===== config.mk =====
export PLATFORM = sky130hd
export DESIGN_NAME = trimmed_mean_window_filter
export DESIGN_NICKNAME = d
export VERILOG_FILES = /design/src/sv/tmwf_pkg.sv /design/src/sv/trimmed_mean_window_filter.sv /design/src/sv/tmwf_cell.sv /design/src/sv/tmwf_div.sv
export SDC_FILE = /design/constraint.sdc
export NUM_CORES = 1
export LEC_CHECK = 0
export BUFFER_PORTS_ARGS = -buffer_cell sky130_fd_sc_hd__buf_4
export CAP_MARGIN = 10
export CORE_MARGIN = 4
export CORE_UTILIZATION = 43
export DETAILED_ROUTE_END_ITERATION = 7
export GPL_TIMING_DRIVEN = 0
export PLACE_DENSITY_LB_ADDON = 0.15
export SYNTH_ARGS = -nofsm -noshare
export SYNTH_HDL_FRONTEND = slang
export SYNTH_SLANG_ARGS = --single-unit

===== constraint.sdc =====
create_clock -name aclk -period 7.6 [get_ports aclk]
set_input_delay 1.52 -clock aclk [delete_from_list [all_inputs] [get_ports aclk]]
set_output_delay 1.52 -clock aclk [all_outputs]
set_load 0.02 [all_outputs]

===== src/sv/tmwf_pkg.sv =====
// Shared constants, types and link structures for the trimmed-mean window filter.
`default_nettype none

package tmwf_pkg;

    localparam int WINDOW      = 7;
    localparam int SAMPLE_BITS = 16;

    // The window is always odd.
    localparam int NWIN = WINDOW | 1;

    localparam int LO_RAW  = (NWIN * 15) / 100;
    localparam int LO_RANK = (LO_RAW > 1) ? LO_RAW : 1;
    localparam int HI_RAW  = ((NWIN * 85) / 100) + 1;
    localparam int HI_RANK = (HI_RAW < (NWIN - 1)) ? HI_RAW : (NWIN - 1);
    localparam int KEEP    = HI_RANK - LO_RANK;

    localparam int AGE_W    = $clog2(NWIN);
    localparam int TDATA_W  = ((SAMPLE_BITS + 7) / 8) * 8;
    localparam int SUM_W    = SAMPLE_BITS + $clog2(KEEP) + 1;
    localparam int ABS_W    = SUM_W;
    localparam int MULT_W   = ABS_W + 1;
    localparam int PROD_W   = ABS_W + MULT_W;
    localparam int DIV_SHIFT = ABS_W + $clog2(KEEP);

    localparam logic [AGE_W-1:0] AGE_LAST = AGE_W'(NWIN - 1);

    // Rounded-up reciprocal of the kept count; exact for every magnitude below 2**ABS_W.
    localparam logic [DIV_SHIFT:0] DIV_POW = (DIV_SHIFT + 1)'(1) << DIV_SHIFT;
    localparam logic [MULT_W-1:0]  DIV_MULT =
        MULT_W'((DIV_POW + (DIV_SHIFT + 1)'(KEEP - 1)) / (DIV_SHIFT + 1)'(KEEP));

    // Passed from a cell to its right-hand neighbor.
    typedef struct packed {
        logic signed [SAMPLE_BITS-1:0] val;
        logic [AGE_W-1:0]              age;
        logic                          thru;  // the expiring entry sits at or left of this cell
        logic                          le;    // this cell keeps a value not above the new sample
    } tmwf_fwd_t;

    // Passed from a cell to its left-hand neighbor.
    typedef struct packed {
        logic signed [SAMPLE_BITS-1:0] val;
        logic [AGE_W-1:0]              age;
        logic                          gt;    // stored value is above the new sample
    } tmwf_bwd_t;

    typedef struct packed {
        logic abs_en;
        logic mul_en;
    } tmwf_div_ctl_t;

endpackage

`default_nettype wire


===== src/sv/trimmed_mean_window_filter.sv =====
// Top level of the sliding-window trimmed-mean filter.
//
// Usage: each sample transferred on the s_ channel replaces the oldest entry of a
// window of NWIN samples, and one result, the mean of the window's middle ranks
// (the lowest LO_RANK ranks and all ranks from HI_RANK up are dropped), truncated
// toward zero, leaves on the m_ channel for every sample.
// The window is a chain of cells kept in ascending order; each cell talks only to
// its two neighbors, and the whole chain takes a new sample in the cycle of the
// transfer. The kept ranks are then summed, and the sum is divided by the kept
// count through a reciprocal multiplier.
// The chain update, the sum, the magnitude, the multiply and the output register
// are registered in that order, and one sample is in flight at a time: a new
// sample is taken only once the finished quotient of the last one has moved on
// to the output register.
// Reset (aresetn low at a clock edge) fills the window with zeros, empties the
// pipeline and drops any waiting result.
// When the receiver stalls, the result holds in the output register, the finished
// quotient waits in the last stage, and s_tready stays low until it moves on.
`default_nettype none

module trimmed_mean_window_filter
    import tmwf_pkg::*;
(
    input  wire logic               aclk,
    input  wire logic               aresetn,
    input  wire logic               s_tvalid,
    output logic                    s_tready,
    input  wire logic [TDATA_W-1:0] s_tdata,   // [15:0] sample
    output logic                    m_tvalid,
    input  wire logic               m_tready,
    output logic [TDATA_W-1:0]      m_tdata    // [15:0] smoothed
);

    tmwf_fwd_t fwd [NWIN+1];
    tmwf_bwd_t bwd [NWIN+1];

    logic signed [SAMPLE_BITS-1:0] sample;
    logic                          in_xfer;

    logic rank_vld_reg, rank_vld_next;
    logic sum_vld_reg,  sum_vld_next;
    logic abs_vld_reg,  abs_vld_next;
    logic mul_vld_reg,  mul_vld_next;
    logic m_tvalid_reg, m_tvalid_next;
    logic out_free;
    logic out_load;

    logic signed [SUM_W-1:0]       sum_reg, sum_next;
    logic signed [SAMPLE_BITS-1:0] quot;
    logic [TDATA_W-1:0]            m_tdata_reg;
    tmwf_div_ctl_t                 div_ctl;
    logic                          sorted_ok;

    assign sample   = $signed(s_tdata[SAMPLE_BITS-1:0]);
    assign s_tready = !(rank_vld_reg | sum_vld_reg | abs_vld_reg | mul_vld_reg);
    assign in_xfer  = s_tvalid & s_tready;

    // Chain ends: the left end counts as holding only values not above the sample,
    // so the first cell becomes the insert point whenever its new value would lie
    // above it. The right end always compares above any sample so the last cell
    // never keeps its place below it.
    assign fwd[0]    = '{val: '0, age: '0, thru: 1'b0, le: 1'b1};
    assign bwd[NWIN] = '{val: '0, age: '0, gt: 1'b1};

    // Ages start unique; the entries are all zero, so their order does not matter.
    for (genvar i = 0; i < NWIN; i++) begin : g_cell
        tmwf_cell u_cell (
            .aclk       (aclk),
            .aresetn    (aresetn),
            .load       (in_xfer),
            .sample     (sample),
            .init_age   (AGE_W'(i)),
            .from_left  (fwd[i]),
            .from_right (bwd[i+1]),
            .to_right   (fwd[i+1]),
            .to_left    (bwd[i])
        );
    end

    // Sum of the kept ranks; cell r holds rank r.
    always_comb begin
        sum_next = '0;
        for (int r = LO_RANK; r < HI_RANK; r++) begin
            sum_next = sum_next + SUM_W'(fwd[r+1].val);
        end
    end

    assign div_ctl = '{abs_en: sum_vld_reg, mul_en: abs_vld_reg};

    tmwf_div u_div (
        .aclk   (aclk),
        .ctl    (div_ctl),
        .sum_in (sum_reg),
        .quot   (quot)
    );

    // The quotient moves to the output register once any earlier result is gone.
    assign out_free      = !m_tvalid_reg || m_tready;
    assign out_load      = mul_vld_reg && out_free;
    assign rank_vld_next = in_xfer;
    assign sum_vld_next  = rank_vld_reg;
    assign abs_vld_next  = sum_vld_reg;
    assign mul_vld_next  = abs_vld_reg || (mul_vld_reg && !out_free);
    assign m_tvalid_next = out_load || (m_tvalid_reg && !m_tready);

    always_ff @(posedge aclk) begin
        if (!aresetn) begin
            rank_vld_reg <= 1'b0;
            sum_vld_reg  <= 1'b0;
            abs_vld_reg  <= 1'b0;
            mul_vld_reg  <= 1'b0;
            m_tvalid_reg <= 1'b0;
        end else begin
            rank_vld_reg <= rank_vld_next;
            sum_vld_reg  <= sum_vld_next;
            abs_vld_reg  <= abs_vld_next;
            mul_vld_reg  <= mul_vld_next;
            m_tvalid_reg <= m_tvalid_next;
        end
    end

    always_ff @(posedge aclk) begin
        if (rank_vld_reg) begin
            sum_reg <= sum_next;
        end
        if (out_load) begin
            m_tdata_reg <= TDATA_W'(unsigned'(quot));
        end
    end

    assign m_tvalid = m_tvalid_reg;
    assign m_tdata  = m_tdata_reg;

    // The chain must stay in ascending order after every update.
    always_comb begin
        sorted_ok = 1'b1;
        for (int i = 0; i < NWIN - 1; i++) begin
            if (fwd[i+1].val > fwd[i+2].val) begin
                sorted_ok = 1'b0;
            end
        end
    end

    a_chain_sorted : assert property (@(posedge aclk) disable iff (!aresetn)
        sorted_ok)
        else $error("window chain out of order");

    a_one_in_flight : assert property (@(posedge aclk) disable iff (!aresetn)
        $onehot0({rank_vld_reg, sum_vld_reg, abs_vld_reg, mul_vld_reg}))
        else $error("more than one sample in the pipeline");

    a_accept_starts : assert property (@(posedge aclk) disable iff (!aresetn)
        (s_tvalid && s_tready) |=> rank_vld_reg)
        else $error("accepted sample did not enter the pipeline");

    a_last_stage_holds : assert property (@(posedge aclk) disable iff (!aresetn)
        (mul_vld_reg && m_tvalid && !m_tready) |=> (mul_vld_reg && m_tvalid))
        else $error("finished quotient lost while the output was stalled");

endmodule

`default_nettype wire


===== src/sv/tmwf_cell.sv =====
// One cell of the sorted window chain: holds a sample and its age.
`default_nettype none

module tmwf_cell
    import tmwf_pkg::*;
(
    input  wire logic                          aclk,
    input  wire logic                          aresetn,
    input  wire logic                          load,
    input  wire logic signed [SAMPLE_BITS-1:0] sample,
    input  wire logic [AGE_W-1:0]              init_age,
    input  wire tmwf_fwd_t                     from_left,
    input  wire tmwf_bwd_t                     from_right,
    output tmwf_fwd_t                          to_right,
    output tmwf_bwd_t                          to_left
);

    logic signed [SAMPLE_BITS-1:0] val_reg, val_next;
    logic [AGE_W-1:0]              age_reg, age_next;
    logic                          thru;
    logic                          le;
    logic                          gt_own;

    assign gt_own = val_reg > sample;
    assign thru   = from_left.thru | (age_reg == AGE_LAST);
    assign le     = thru ? !from_right.gt : !gt_own;

    assign to_right = '{val: val_reg, age: age_reg, thru: thru, le: le};
    assign to_left  = '{val: val_reg, age: age_reg, gt: gt_own};

    // With the oldest entry removed, the list below the insert point stays or moves
    // left, the new sample lands at the insert point, and the rest moves right.
    // The insert point is the first cell whose new value would lie above the sample.
    always_comb begin
        if (le) begin
            if (thru) begin
                val_next = from_right.val;
                age_next = from_right.age + 1'b1;
            end else begin
                val_next = val_reg;
                age_next = age_reg + 1'b1;
            end
        end else if (from_left.le) begin
            val_next = sample;
            age_next = '0;
        end else if (from_left.thru) begin
            val_next = val_reg;
            age_next = age_reg + 1'b1;
        end else begin
            val_next = from_left.val;
            age_next = from_left.age + 1'b1;
        end
    end

    always_ff @(posedge aclk) begin
        if (!aresetn) begin
            val_reg <= '0;
            age_reg <= init_age;
        end else if (load) begin
            val_reg <= val_next;
            age_reg <= age_next;
        end
    end

endmodule

`default_nettype wire


===== src/sv/tmwf_div.sv =====
// Signed division of the kept-rank sum by the constant kept count, truncated toward zero.
`default_nettype none

module tmwf_div
    import tmwf_pkg::*;
(
    input  wire logic                          aclk,
    input  wire tmwf_div_ctl_t                 ctl,
    input  wire logic signed [SUM_W-1:0]       sum_in,
    output logic signed [SAMPLE_BITS-1:0]      quot
);

    logic [ABS_W-1:0]       abs_reg, abs_next;
    logic                   neg_reg;
    logic [PROD_W-1:0]      prod_reg, prod_next;
    logic [SAMPLE_BITS-1:0] q_mag;

    assign abs_next  = sum_in[SUM_W-1] ? (ABS_W'(~sum_in) + ABS_W'(1)) : ABS_W'(sum_in);
    assign prod_next = PROD_W'(abs_reg) * PROD_W'(DIV_MULT);
    assign q_mag     = prod_reg[DIV_SHIFT +: SAMPLE_BITS];
    assign quot      = neg_reg ? $signed(~q_mag + 1'b1) : $signed(q_mag);

    always_ff @(posedge aclk) begin
        if (ctl.abs_en) begin
            abs_reg <= abs_next;
            neg_reg <= sum_in[SUM_W-1];
        end
        if (ctl.mul_en) begin
            prod_reg <= prod_next;
        end
    end

endmodule

`default_nettype wire

; Yosys cells after proc, flatten, opt, wreduce, memory -nomap -nowiden
; Index checks and enable logic that the tools add are counted.
[totals]
ff_bits = 233
inputBits = 20
output_inout_bits = 18
elab_cells = 133
[classes]
n_addsub = 13
n_mul = 1
order_cmp = 7
eq_ne = 8
muxes = 49
bitwise_logic = 12
reduce_logical = 18
[op_table]
columns = operator, count
row1 = $mux 16, 21
row2 = $gt 16x16->1, 7
row3 = $mux 3, 20
row4 = $mul 20x20->38 const B, 1
row5 = $add 3x1->3 const B, 7
row6 = $eq 3x3->1 const B, 7
row7 = $add 19x16->20, 1
row8 = $add 20x2->20 const B, 1
row9 = $not 20->20, 1
row10 = $add 18x16->19, 1
row11 = $mux 19, 1
row12 = $add 17x16->18, 1
row13 = $add 16x16->17, 1
row14 = $add 16x1->16 const B, 1
row15 = $not 16->16, 1
row16 = $logic_not 1->1, 11
row17 = $or 1x1->1, 9
row18 = $mux 1, 7
row19 = $logic_and 1x1->1, 3
row20 = $logic_or 1x1->1, 3
row21 = $ne 2x1->1 const B, 1
row22 = $reduce_and 2->1, 1
row23 = $and 1x1->1, 1

; Logic depth before layout (Yosys ltp)
; Gate-level depths: netlist of run 1.
[logic_depth]
word_depth = 10
ltp_mapped = 24
depth_no_buf = 23

; By module
; From an unflattened synthesis of run 1, not the netlist that was laid out.
[hier_totals]
hier_cells = 2957
hier_area_um2 = 26122.6
[by_module_without_submodules]
columns = mod, n_inst, cells_per_inst, area_each_um2, seq_area_each_um2
row1 = tmwf_cell at g_cell[0].u_cell ..., 6, 250, 1951.9, 410.4
row2 = tmwf_div, 1, 865, 8848.5, 1111.1
row3 = trimmed_mean_window_filter, 1, 376, 3726.1, 1181.1
row4 = tmwf_cell at g_cell[4].u_cell, 1, 216, 1836.8, 410.4

; Worst setup path before layout of run 1
; OpenSTA, ideal clock, no wires.
[synth_timing]
kind = register to register
from = register u_div.abs_reg[8]
to = register u_div.prod_reg[33], data pin
setup_time_ps = 158
arrival_time_ps = 5880
required_time_ps = 7442
path_slack_ps = 1562
path_stages_with_launch = 20
path_buffers = 0
period_less_slack_ps = 6038
path_cell_list = edfxtp_1 -> ha_1 -> fa_1 -> ha_1 -> fa_1 -> fa_1 -> fa_1 -> inv_1 -> fa_1 -> inv_1 -> ha_1 -> a211o_1 -> a2111oi_2 -> o221a_2 -> a211o_1 -> a21oi_2 -> o31ai_4 -> a21boi_1 -> or4_1 -> o211ai_1
[synth_via]
elab_chain_len = 1
[synth_lines]
columns = element, line_no
row1 = "start, declared", tmwf_div.sv:13  ; logic [ABS_W-1:0] abs_reg, abs_next;
row2 = "start signal, assigned", tmwf_div.sv:25  ; abs_reg <= abs_next;
row3 = $mul 20x20->38, tmwf_div.sv:19  ; assign prod_next = PROD_W'(abs_reg) * PROD_W'(DIV_MULT);
row4 = named net u_div.prod_next[33], tmwf_div.sv:15  ; logic [PROD_W-1:0] prod_reg, prod_next;
row5 = "end signal, assigned", tmwf_div.sv:29  ; prod_reg <= prod_next;
row6 = "end, declared", tmwf_div.sv:15
; The timed path passes the listed nets, and every way through them passes these cells.
; A chain may end at the register's enable or synchronous reset.

; Worst setup path after layout of run 1
[layout_timing]
from = register u_div.abs_reg[13]
to = register u_div.prod_reg[33], data pin
; The elaborated chain is that of the path after synthesis.

==> results of run 1 <==
==> layer usage <==
layer / wire length (um) / track usage (%)
met1: 28700 / 30.6
met2: 32800 / 41.3
met3: 2750 / 2.47
met4: 2110 / 6.42
met5: 0 / 0
==> worst paths after layout <==
path / end / cells past startpoint / start
worst max register to register: u_div.prod_reg[33] / 19 / u_div.abs_reg[13]
worst min-delay path: g_cell[6].u_cell.val_reg[7] / 1 / g_cell[6].u_cell.val_reg[7]
worst max-delay path: u_div.prod_reg[33] / 19 / u_div.abs_reg[13]
worst min register to register: g_cell[6].u_cell.val_reg[7] / 1 / g_cell[6].u_cell.val_reg[7]
==> cells in the mapped netlist, drive strengths merged, types with 15 or more instances <==
cell,instances
nand2,117
a21o,59
a21oi,183
clkbuf,78
inv,259
edfxtp,73
buf,38
xor2,28
a32oi,17
nand3,34
o21ai,92
nor2,54
o21a,29
and2,20
nand4,19
o2bb2ai,16
nand2b,27
fa,180
mux2,31
o221ai,51
mux2i,122
nor3,17
o211ai,25
ha,336
nor2b,18
or3,15
a211o,21
a31oi,31
dfxtp,138
o32a,15
xnor2,52
==> area by class of cell <==
cell class | count | area [um^2] | area share, %
Clock buffer | 27 | 654 | 2.69
Tap cell | 680 | 851 | 3.50
Buffer | 116 | 482 | 1.98
Sequential cell | 211 | 4950 | 20.4
Multi-Input combinational cell | 1723 | 16100 | 66.0
Inverter | 259 | 972 | 4.00
Clock inverter | 21 | 189 | 0.777
Timing Repair Buffer | 21 | 158 | 0.648
==> per-stage QoR <==
stage / worst slack [ns] / cells / util [%] / cell area [um^2]
2_1_floorplan: 1.56 / 2309 / - / 22500
3_3_place_gp: 0.784 / 3010 / 45.6 / 23500
3_5_place_dp: 0.749 / 3010 / 45.6 / 23500
4_1_cts: 0.703 / 3058 / 47.2 / 24300
5_1_grt: 0.471 / 3058 / 47.2 / 24300
6_report: 0.780 / 3058 / 47.2 / 24300
==> cells by family after synthesis <==
family	Yosys count	share of synthesized area [%]
AOI/OAI and AO/OA	609	18.4
muxes	153	6.99
adders and majority gates	516	34.8
buffers and inverters	375	6.47
DFF	211	22.1
and+or+nand+nor	365	8.17
xor gates and xnor gates	80	3.12
==> placed cells by master (no fill, tap or decap), drive strengths merged, types with 15 or more instances in the layout <==
cell       n
a211o     21
a21o      59
a21oi    183
a31oi     31
a32oi     17
and2      20
buf       59
clkbuf   105
clkinv    16
dfxtp    138
edfxtp    73
fa       180
ha       336
inv      259
mux2      31
mux2i    122
nand2    117
nand2b    27
nand3     34
nand4     19
nor2      54
nor2b     18
nor3      17
o211ai    25
o21a      29
o21ai     92
o221ai    51
o2bb2ai   16
o32a      15
or3       15
xnor2     52
xor2      28
==> impl_metrics.csv, run 1 <==
group,metric,value,unit
run_status,status,"complete, no violations",
clock_network,htree_levels,1,
floorplan,die_area,56000,um^2
floorplan,die_h,237,um
place,port_buffers,21,
floorplan,core,51500,um^2
sta,fin_tns_setup,0,ns
synth,syn_nets,2845,
clock_network,cts_sinks,211,
clock_network,cts_resized,0,
synth,synth_ff_type,"dfxtp_1",
clock_network,post-cts-setup-buffer-count,0,
sta,drv_slew,0,
sta,worst_slew_pin_slew,1.09,ns
synth,yosys_warnings,0,
floorplan,num_io_pins,38,
sta,setup_violations,0,
cells_and_area,area_growth,8.26,%
setup_path,path_cells,"ha_1, fa_1, ha_1, fa_1, fa_1, fa_1, inv_1, fa_1, inv_1, ha_1, a211o_1, a2111oi_2, o221a_2, a211o_1, a21oi_2, o31ai_4, a21boi_1, or4_1, o211ai_1",
synth,synth_top_area_share,18.7,%
cells_and_area,largest_reg_flops,112,
clock_network,numCtsBuffers,26,
sta,slew_headroom,27.1,%
sta,max_freq,147,MHz
synth,synth-edff-count,73,
cells_and_area,nFillCells,4994,
synth,synthArstFlopShare,0,%
clock_network,root_buffer,"clkbuf_16",
floorplan,start_util,43.6,%
clock_network,hold_buffers,0,
sta,period_minus_slack,6.82,ns
setup_path,r2r_setup_slack,0.78,ns
place,hpwl,55.0,mm
synth,ys_top_cells_by_area,"ha_1 19%, fa_1 16%, dfxtp_1 12%",
sta,report.final.hold_viol_count,0,
grt,grt_pass1_wl,105,mm
job,drv_cap,0,
synth,yosysTopAreaCell,"ha_1",
sta,fin_crit_sh,89.7,%
clock_network,clk_pin_slew_worst_paths,0.06,ns
route,wl_per_cell,21.7,um
synth,synth_seq_area_share,22.1,%
clock_network,clockBufferDepth,3,
route,ant_nets,0,
sta,finClkSkew,0.0256,ns
setup_path,worst_setup_path_end_kind,"flop",
sta,hold_ws,0.491,ns
synth,avgSynthCellArea,9.73,um^2
grt,grt_pass1_vias,18100,
synth,syn-cell-area,22500,um^2
grt,antenna_found_initial,0,
setup_path,crit_path_top_delay_cell,"fa_1",
setup_path,critical_path.max_fanout,5,
setup_path,crit_type,"flop to flop",
synth,synthDistinctLibCells,73,
place,place.gp.congestion,0.917,
setup_path,arrival,7.22,ns
setup_path,slowest_delay,0.60,ns
grt,grt_max_degree,24,
min_path,holdCritPathClass,"flop to flop",
floorplan,rows,83,
setup_path,required,8.00,ns
grt,grt_overflow,0,
route,drt_iter0_drc,1062,
route,vias_per_cell,5.83,
clock_network,cts_tree,"yes",
route,drt_wl_total,66.4,mm
setup_path,timing.critical_path.mode_cell,"fa_1",
cells_and_area,layout-drive-gt1-share,6.27,%
route,vias,17800,
floorplan,die_x,237,um
cells_and_area,fin_nets,2894,
cells_and_area,diodes,0,
route,drc,0,
synth,synthCells,2309,
setup_path,worst-path-buf-inv,2,
clock_network,clock_latency,0.58,ns
setup_path,critPathTopFamily,"adder cells",
sta,rsz0062_at_grt,"no",
grt,grt_util_all_layers,23.4,%
setup_path,startpoint_type,"flop",
route,first_pass_iters,7,
synth,yosys_register_bits,211,
Power of run 1 is left out: the tool's default activity adds up to more than one toggle a clock period on the data nets, which glitch-free logic cannot reach.
==> inputs of run 2 (changes only) <==
--- a/config.mk
+++ b/config.mk
@@ -7,7 +7,7 @@
 export LEC_CHECK = 0
 export BUFFER_PORTS_ARGS = -buffer_cell sky130_fd_sc_hd__buf_4
 export CAP_MARGIN = 10
-export CORE_MARGIN = 4
+export CORE_MARGIN = 5
 export CORE_UTILIZATION = 43
 export DETAILED_ROUTE_END_ITERATION = 7
 export GPL_TIMING_DRIVEN = 0
==> run 2 against run 1 <==
Net effect:
- die area rose by 1.7%
- cell count did not move
- register-to-register slack improved by 0.03 ns
- critical endpoint unchanged
- largest cell class unchanged
==> impl_metrics.csv, run 2 (synthesized netlist as in run 1, its figures left out) <==
group,metric,value,unit
run_status,status,"complete, no violations",
place,dpl_cell_area,23500,um^2
place,placed_cells,3010,
setup_path,critical_path.max_fanout,5,
min_path,holdPathStages,1,
cells_and_area,area_growth,8.14,%
cells_and_area,layout_commonest_cell,"ha_1",
sta,rsz0062_at_grt,"no",
setup_path,r2r-start,"u_div.abs_reg[11]",
cells_and_area,final_cells,3058,
setup_path,crit_type,"flop to flop",
floorplan,rows,83,
route,ant_nets,0,
place,port_buffers,21,
cells_and_area,nFillCells,4988,
route,drt_iter0_drc,1044,
power,power.total,0.0128,W
job,drv_cap,0,
floorplan,die_area,56900,um^2
setup_path,required,7.99,ns
sta,fin_crit_sh,89.3,%
power,ir_drop,0.465,mV
sta,report.final.hold_viol_count,0,
grt,grt_pass1_wl,103,mm
setup_path,worst-path-buf-inv,2,
cells_and_area,diodes,0,
clock_network,cts_tree,"yes",
setup_path,timing.critical_path.mode_cell,"fa_1",
clock_network,numCtsBuffers,26,
floorplan,core,51500,um^2
grt,grt_util_all_layers,22.7,%
floorplan,num_io_pins,38,
sta,worst_slew_pin_slew,1.06,ns
floorplan,die_h,239,um
place,hpwl,54.7,mm
sta,max_freq,147,MHz
clock_network,cts_sinks,211,
setup_path,arrival,7.18,ns
cells_and_area,largest_reg_flops,112,
clock_network,htree_levels,1,
power,p_per_area,526,nW/um^2
clock_network,cts_resized,0,
clock_network,clockBufferDepth,3,
route,vias_per_cell,5.83,
setup_path,slowest_delay,0.59,ns
grt,grt_overflow,0,
sta,setup_violations,0,
sta,period_minus_slack,6.79,ns
grt,antenna_found_initial,0,
grt,grt_pass1_vias,18200,
setup_path,path_cells,"ha_1, fa_1, ha_1, fa_1, fa_1, fa_1, inv_1, fa_1, inv_1, ha_1, a211o_1, a2111oi_2, o221a_2, a211o_1, a21oi_2, o31ai_4, a21boi_1, or4_1, o211ai_1",
sta,fin_tns_setup,0,ns
route,first_pass_iters,6,
min_path,holdCritPathClass,"flop to flop",
power,p_leak,11.3,nW
setup_path,critPathTopFamily,"adder cells",
setup_path,rr_endpoint,"u_div.prod_reg[33]",
floorplan,die_x,239,um
setup_path,startpoint_type,"flop",
setup_path,r2r_setup_slack,0.81,ns
sta,slew_headroom,29.3,%
setup_path,crit_path_top_delay_cell,"fa_1",
clock_network,root_buffer,"clkbuf_16",
route,drc,0,
clock_network,clock_latency,0.57,ns
min_path,min_from,"g_cell[6].u_cell.val_reg[0]",
cells_and_area,layout-drive-gt1-share,6.22,%
cells_and_area,final_cell_mix,"336 x ha_1, 259 x inv_1, 180 x fa_1",
place,place.gp.congestion,0.903,
clock_network,hold_buffers,0,
setup_path,reg2regPathDepth,19,
clock_network,clk_pin_slew_worst_paths,0.06,ns
cells_and_area,final_cell_area,24300,um^2
cells_and_area,fin_nets,2895,
route,drt_wl_total,65.7,mm
sta,finClkSkew,0.0338,ns
min_path,holdPathEnd,"g_cell[6].u_cell.val_reg[0]",
route,vias,17800,
floorplan,start_util,43.6,%
grt,grt_max_degree,24,
sta,hold_ws,0.471,ns
route,wl_per_cell,21.5,um
sta,drv_slew,0,
clock_network,post-cts-setup-buffer-count,0,
setup_path,worst_setup_path_end_kind,"flop",
-- run 2: worst register-to-register path: cells and delay by family, from the launching register on --
| kind | cells | cell delay, ns |
|---|---|---|
| buf+inv | 2 | 0.12 |
| compound gates | 8 | 1.79 |
| fa+ha+maj | 8 | 3.66 |
| flops | 1 | 0.56 |
| simple gates | 1 | 0.50 |
-- run 2: per-stage QoR --
| stage | worst slack [ns] | util, % |
|---|---|---|
| after detailed placement | 0.775 | 45.6 |
| final | 0.810 | 47.2 |
| after CTS | 0.761 | 47.1 |
| after global placement | 0.808 | 45.6 |
| after global routing | 0.544 | 47.2 |
| after floorplan | 1.56 | - |
-- run 2: cell type report --
class | instances | area, um^2 | share of cell area, %
clock buffers | 30 | 666 | 2.74
clock inverters | 17 | 148 | 0.608
well taps | 680 | 851 | 3.50
multi-input cells | 1723 | 16100 | 66.1
plain buffers | 116 | 482 | 1.98
repair buffers | 22 | 165 | 0.680
flip-flops and latches | 211 | 4950 | 20.4
inverters | 259 | 972 | 4.00
-- run 2: worst max path at each step --
stage / end / startpoint / cells past startpoint / slack (ns)
finish: u_div.prod_reg[33] / u_div.abs_reg[11] / 19 / 0.81
global route: u_div.prod_reg[33] / u_div.abs_reg[8] / 19 / 0.54
CTS: u_div.prod_reg[33] / u_div.abs_reg[11] / 19 / 0.76
detailed placement: u_div.prod_reg[33] / u_div.abs_reg[11] / 19 / 0.77
global placement: u_div.prod_reg[33] / u_div.abs_reg[7] / 19 / 0.81
floorplan: u_div.prod_reg[33] / u_div.abs_reg[8] / 19 / 1.56
-- run 2: report_power, final --
group / switching (W) / internal (W)
Sequential: 0.000308 / 0.00173
Clock: 0.000523 / 0.000694
Combinational: 0.00542 / 0.00410
Total: 0.00625 / 0.00652
-- run 2: layer usage --
metal,global-route usage (%),part of all wire [%]
met5,0,0
met4,7.48,3.6
met3,1.82,3.7
met2,39.8,49
met1,29.8,44
(Power assumes the default switching activity.)
==> inputs of run 3 (changes only) <==
--- a/config.mk
+++ b/config.mk
@@ -5,6 +5,7 @@
 export SDC_FILE = /design/constraint.sdc
 export NUM_CORES = 1
 export LEC_CHECK = 0
+export ABC_AREA = 1
 export BUFFER_PORTS_ARGS = -buffer_cell sky130_fd_sc_hd__buf_4
 export CAP_MARGIN = 10
 export CORE_MARGIN = 5
==> constraint.sdc (replaced) <==
create_clock -name aclk -period 8.8 [get_ports aclk]
set_input_delay 1.76 -clock aclk [delete_from_list [all_inputs] [get_ports aclk]]
set_output_delay 1.76 -clock aclk [all_outputs]
set_load 0.02 [all_outputs]
==> run 3 against run 2 <==
Net effect:
- setup slack better by 1.5 ns
- clock-buffer cell count did not move
- synthesized cell count rose by 33%
- die area grew 5.0%
==> impl_metrics.csv, run 3 <==
group,metric,value,unit
run_status,status,"complete, no violations",
clock_network,numCtsBuffers,26,
floorplan,core,54800,um^2
route,first_pass_iters,6,
cells_and_area,largest_reg_flops,112,
synth,synthAdderAreaFrac,33.0,%
synth,synthCells,3067,
grt,grt_util_all_layers,26.0,%
synth,yosys_register_bits,211,
route,drt_wl_total,78.9,mm
clock_network,clock_latency,0.59,ns
setup_path,required,9.10,ns
route,drt_iter0_drc,1408,
synth,synth_common_cells,"588 x nand2_1, 487 x inv_1, 336 x ha_1",
sta,drv_slew,0,
setup_path,crit_type,"flop to flop",
cells_and_area,diodes,0,
synth,syn_nets,3603,
synth,synthArstFlopShare,0,%
synth,synth.most_common_cell,"nand2_1",
sta,rsz0062_at_grt,"no",
synth,synth_seq_area_share,21.0,%
sta,fin_ws,2.32,ns
min_path,holdCritPathClass,"flop to flop",
clock_network,cts_tree,"yes",
floorplan,num_io_pins,38,
setup_path,path_cells,"ha_1, clkbuf_1, xor2_1, ha_1, a21o_1, fa_1, fa_1, inv_1, fa_1, inv_1, fa_1, ha_1, ha_1, nand4_1, nor2_1, nand3_1, o21ai_0, nand2_1, nand2_1, xor2_1",
sta,report.final.hold_viol_count,0,
place,hpwl,64.3,mm
grt,grt_pass1_vias,21700,
cells_and_area,final_cells,3855,
synth,yosysTopAreaCell,"ha_1",
floorplan,start_util,43.1,%
setup_path,arrival,6.78,ns
grt,grt_pass1_wl,121,mm
clock_network,post-cts-setup-buffer-count,0,
grt,grt_overflow,0,
setup_path,crit_path_top_delay_cell,"o21ai_0",
setup_path,worst-path-buf-inv,3,
synth,ys_top_cells_by_area,"ha_1 18%, fa_1 15%, dfxtp_1 12%",
place,placed_cells,3807,
place,port_buffers,36,
synth,synth_ff_type,"dfxtp_1",
synth,synth-xor-area-share,3.30,%
synth,synth-edff-count,73,
clock_network,htree_levels,1,
route,drc,0,
synth,syn-cell-area,23600,um^2
synth,synth-simple-area-share,18.1,%
sta,max_freq,154,MHz
job,drv_cap,0,
route,ant_nets,0,
setup_path,slowest_delay,0.62,ns
sta,setup_violations,0,
setup_path,startpoint_type,"flop",
sta,slew_headroom,28.5,%
synth,synth_top_area_share,17.8,%
cells_and_area,layout_commonest_cell,"nand2_1",
synth,yosys_warnings,0,
place,post-place-ws,2.39,ns
cells_and_area,layout-drive-gt1-share,4.89,%
setup_path,critical_path.max_fanout,6,
min_path,holdPathEnd,"g_cell[0].u_cell.val_reg[0]",
setup_path,worst_setup_path_end_kind,"flop",
synth,muxShareOfSynthArea,1.40,%
place,place.gp.congestion,1.01,
cells_and_area,fin_nets,3667,
clock_network,cts_sinks,211,
min_path,min_from,"g_cell[0].u_cell.val_reg[0]",
route,wl_per_cell,20.5,um
setup_path,r2r_setup_slack,2.32,ns
sta,period_minus_slack,6.48,ns
setup_path,r2r-start,"u_div.abs_reg[5]",
cells_and_area,final_cell_mix,"588 x nand2_1, 487 x inv_1, 336 x ha_1",
cells_and_area,area_growth,9.08,%
sta,fin_tns_setup,0,ns
floorplan,die_h,244,um
sta,finClkSkew,0.0357,ns
clock_network,cts_resized,0,
min_path,holdPathStages,2,
clock_network,clockBufferDepth,3,
floorplan,rows,86,
sta,hold_ws,0.473,ns
synth,synthDistinctLibCells,41,
floorplan,die_x,244,um
route,vias,21200,
clock_network,hold_buffers,0,
floorplan,die_area,59700,um^2
sta,fin_crit_sh,73.7,%
setup_path,reg2regPathDepth,20,
clock_network,root_buffer,"clkbuf_16",
grt,grt_max_degree,24,
grt,antenna_found_initial,0,
sta,worst_slew_pin_slew,1.07,ns
clock_network,clk_pin_slew_worst_paths,0.06,ns
setup_path,rr_endpoint,"u_div.prod_reg[36]",
synth,avgSynthCellArea,7.70,um^2
route,vias_per_cell,5.49,
setup_path,critPathTopFamily,"adder cells",
synth,synth_top_family_by_area,"adder cells",
synth,synth_compound_area_share,13.0,%
run 3: changes by cell type in the layout (fill, tap and decap cells not counted), sizes merged, moves of 51 or more:
cell,previous run,this run
mux2i,122,33
nor2,54,150
nand2,117,599
nand3,34,214
inv,259,496
o21ai,92,315
o221ai,51,0
run 3: kinds of logic after synthesis:
| logic type | after synthesis |
|---|---|
| XOR/XNOR | 89 |
| multiplexers | 33 |
| AO/OA/AOI/OAI | 585 |
| buffers and inverters | 616 |
| AND/OR/NAND/NOR | 1017 |
| adder cells (fa/ha/maj) | 516 |
| flip-flops | 211 |
run 3: cell type report:
class | count | area [um^2]
Fill cell | 5514 | 29000
Multi-Input combinational cell | 2240 | 16300
Sequential cell | 211 | 4950
Inverter | 510 | 1920
Tap cell | 704 | 881
Clock buffer | 30 | 706
Buffer | 106 | 502
Clock inverter | 18 | 285
Timing Repair Buffer | 36 | 270
run 3: how the worst max path moves through the flow:
| stage | from | end | slack [ns] | depth (start not counted) |
|---|---|---|---|---|
| finish | u_div.abs_reg[5] | u_div.prod_reg[36] | 2.32 | 20 |
| global route | u_div.abs_reg[5] | u_div.prod_reg[36] | 2.06 | 20 |
| CTS | u_div.abs_reg[5] | u_div.prod_reg[36] | 2.36 | 20 |
| detailed placement | u_div.abs_reg[5] | u_div.prod_reg[36] | 2.39 | 20 |
| global placement | u_div.abs_reg[6] | u_div.prod_reg[36] | 2.40 | 20 |
| floorplan | u_div.abs_reg[8] | u_div.prod_reg[34] | 3.42 | 24 |
run 3: worst min-delay path, cell delays in order (launching register included):
cell and delay, ns:
dfxtp_1 0.31, nand2_1 0.06, a21oi_1 0.06
run 3: metrics by stage:
stage	utilization (%)	cell area [um^2]
6_report	47.1	25800
5_1_grt	47.1	25800
4_1_cts	47.1	25800
3_5_place_dp	45.3	24800
3_3_place_gp	45.2	24800
2_1_floorplan	-	23600
run 3: layer usage:
layer  routed length, um  global-route usage (%)  vias up
met3                3710                    2.68      269
met4                5620                    14.6        0
li1                    -                       -    10200
met1               29700                    29.0    10000
met2               39900                    48.1      702
met5                   0                       0        -
Power of run 3 is left out for the same reason.
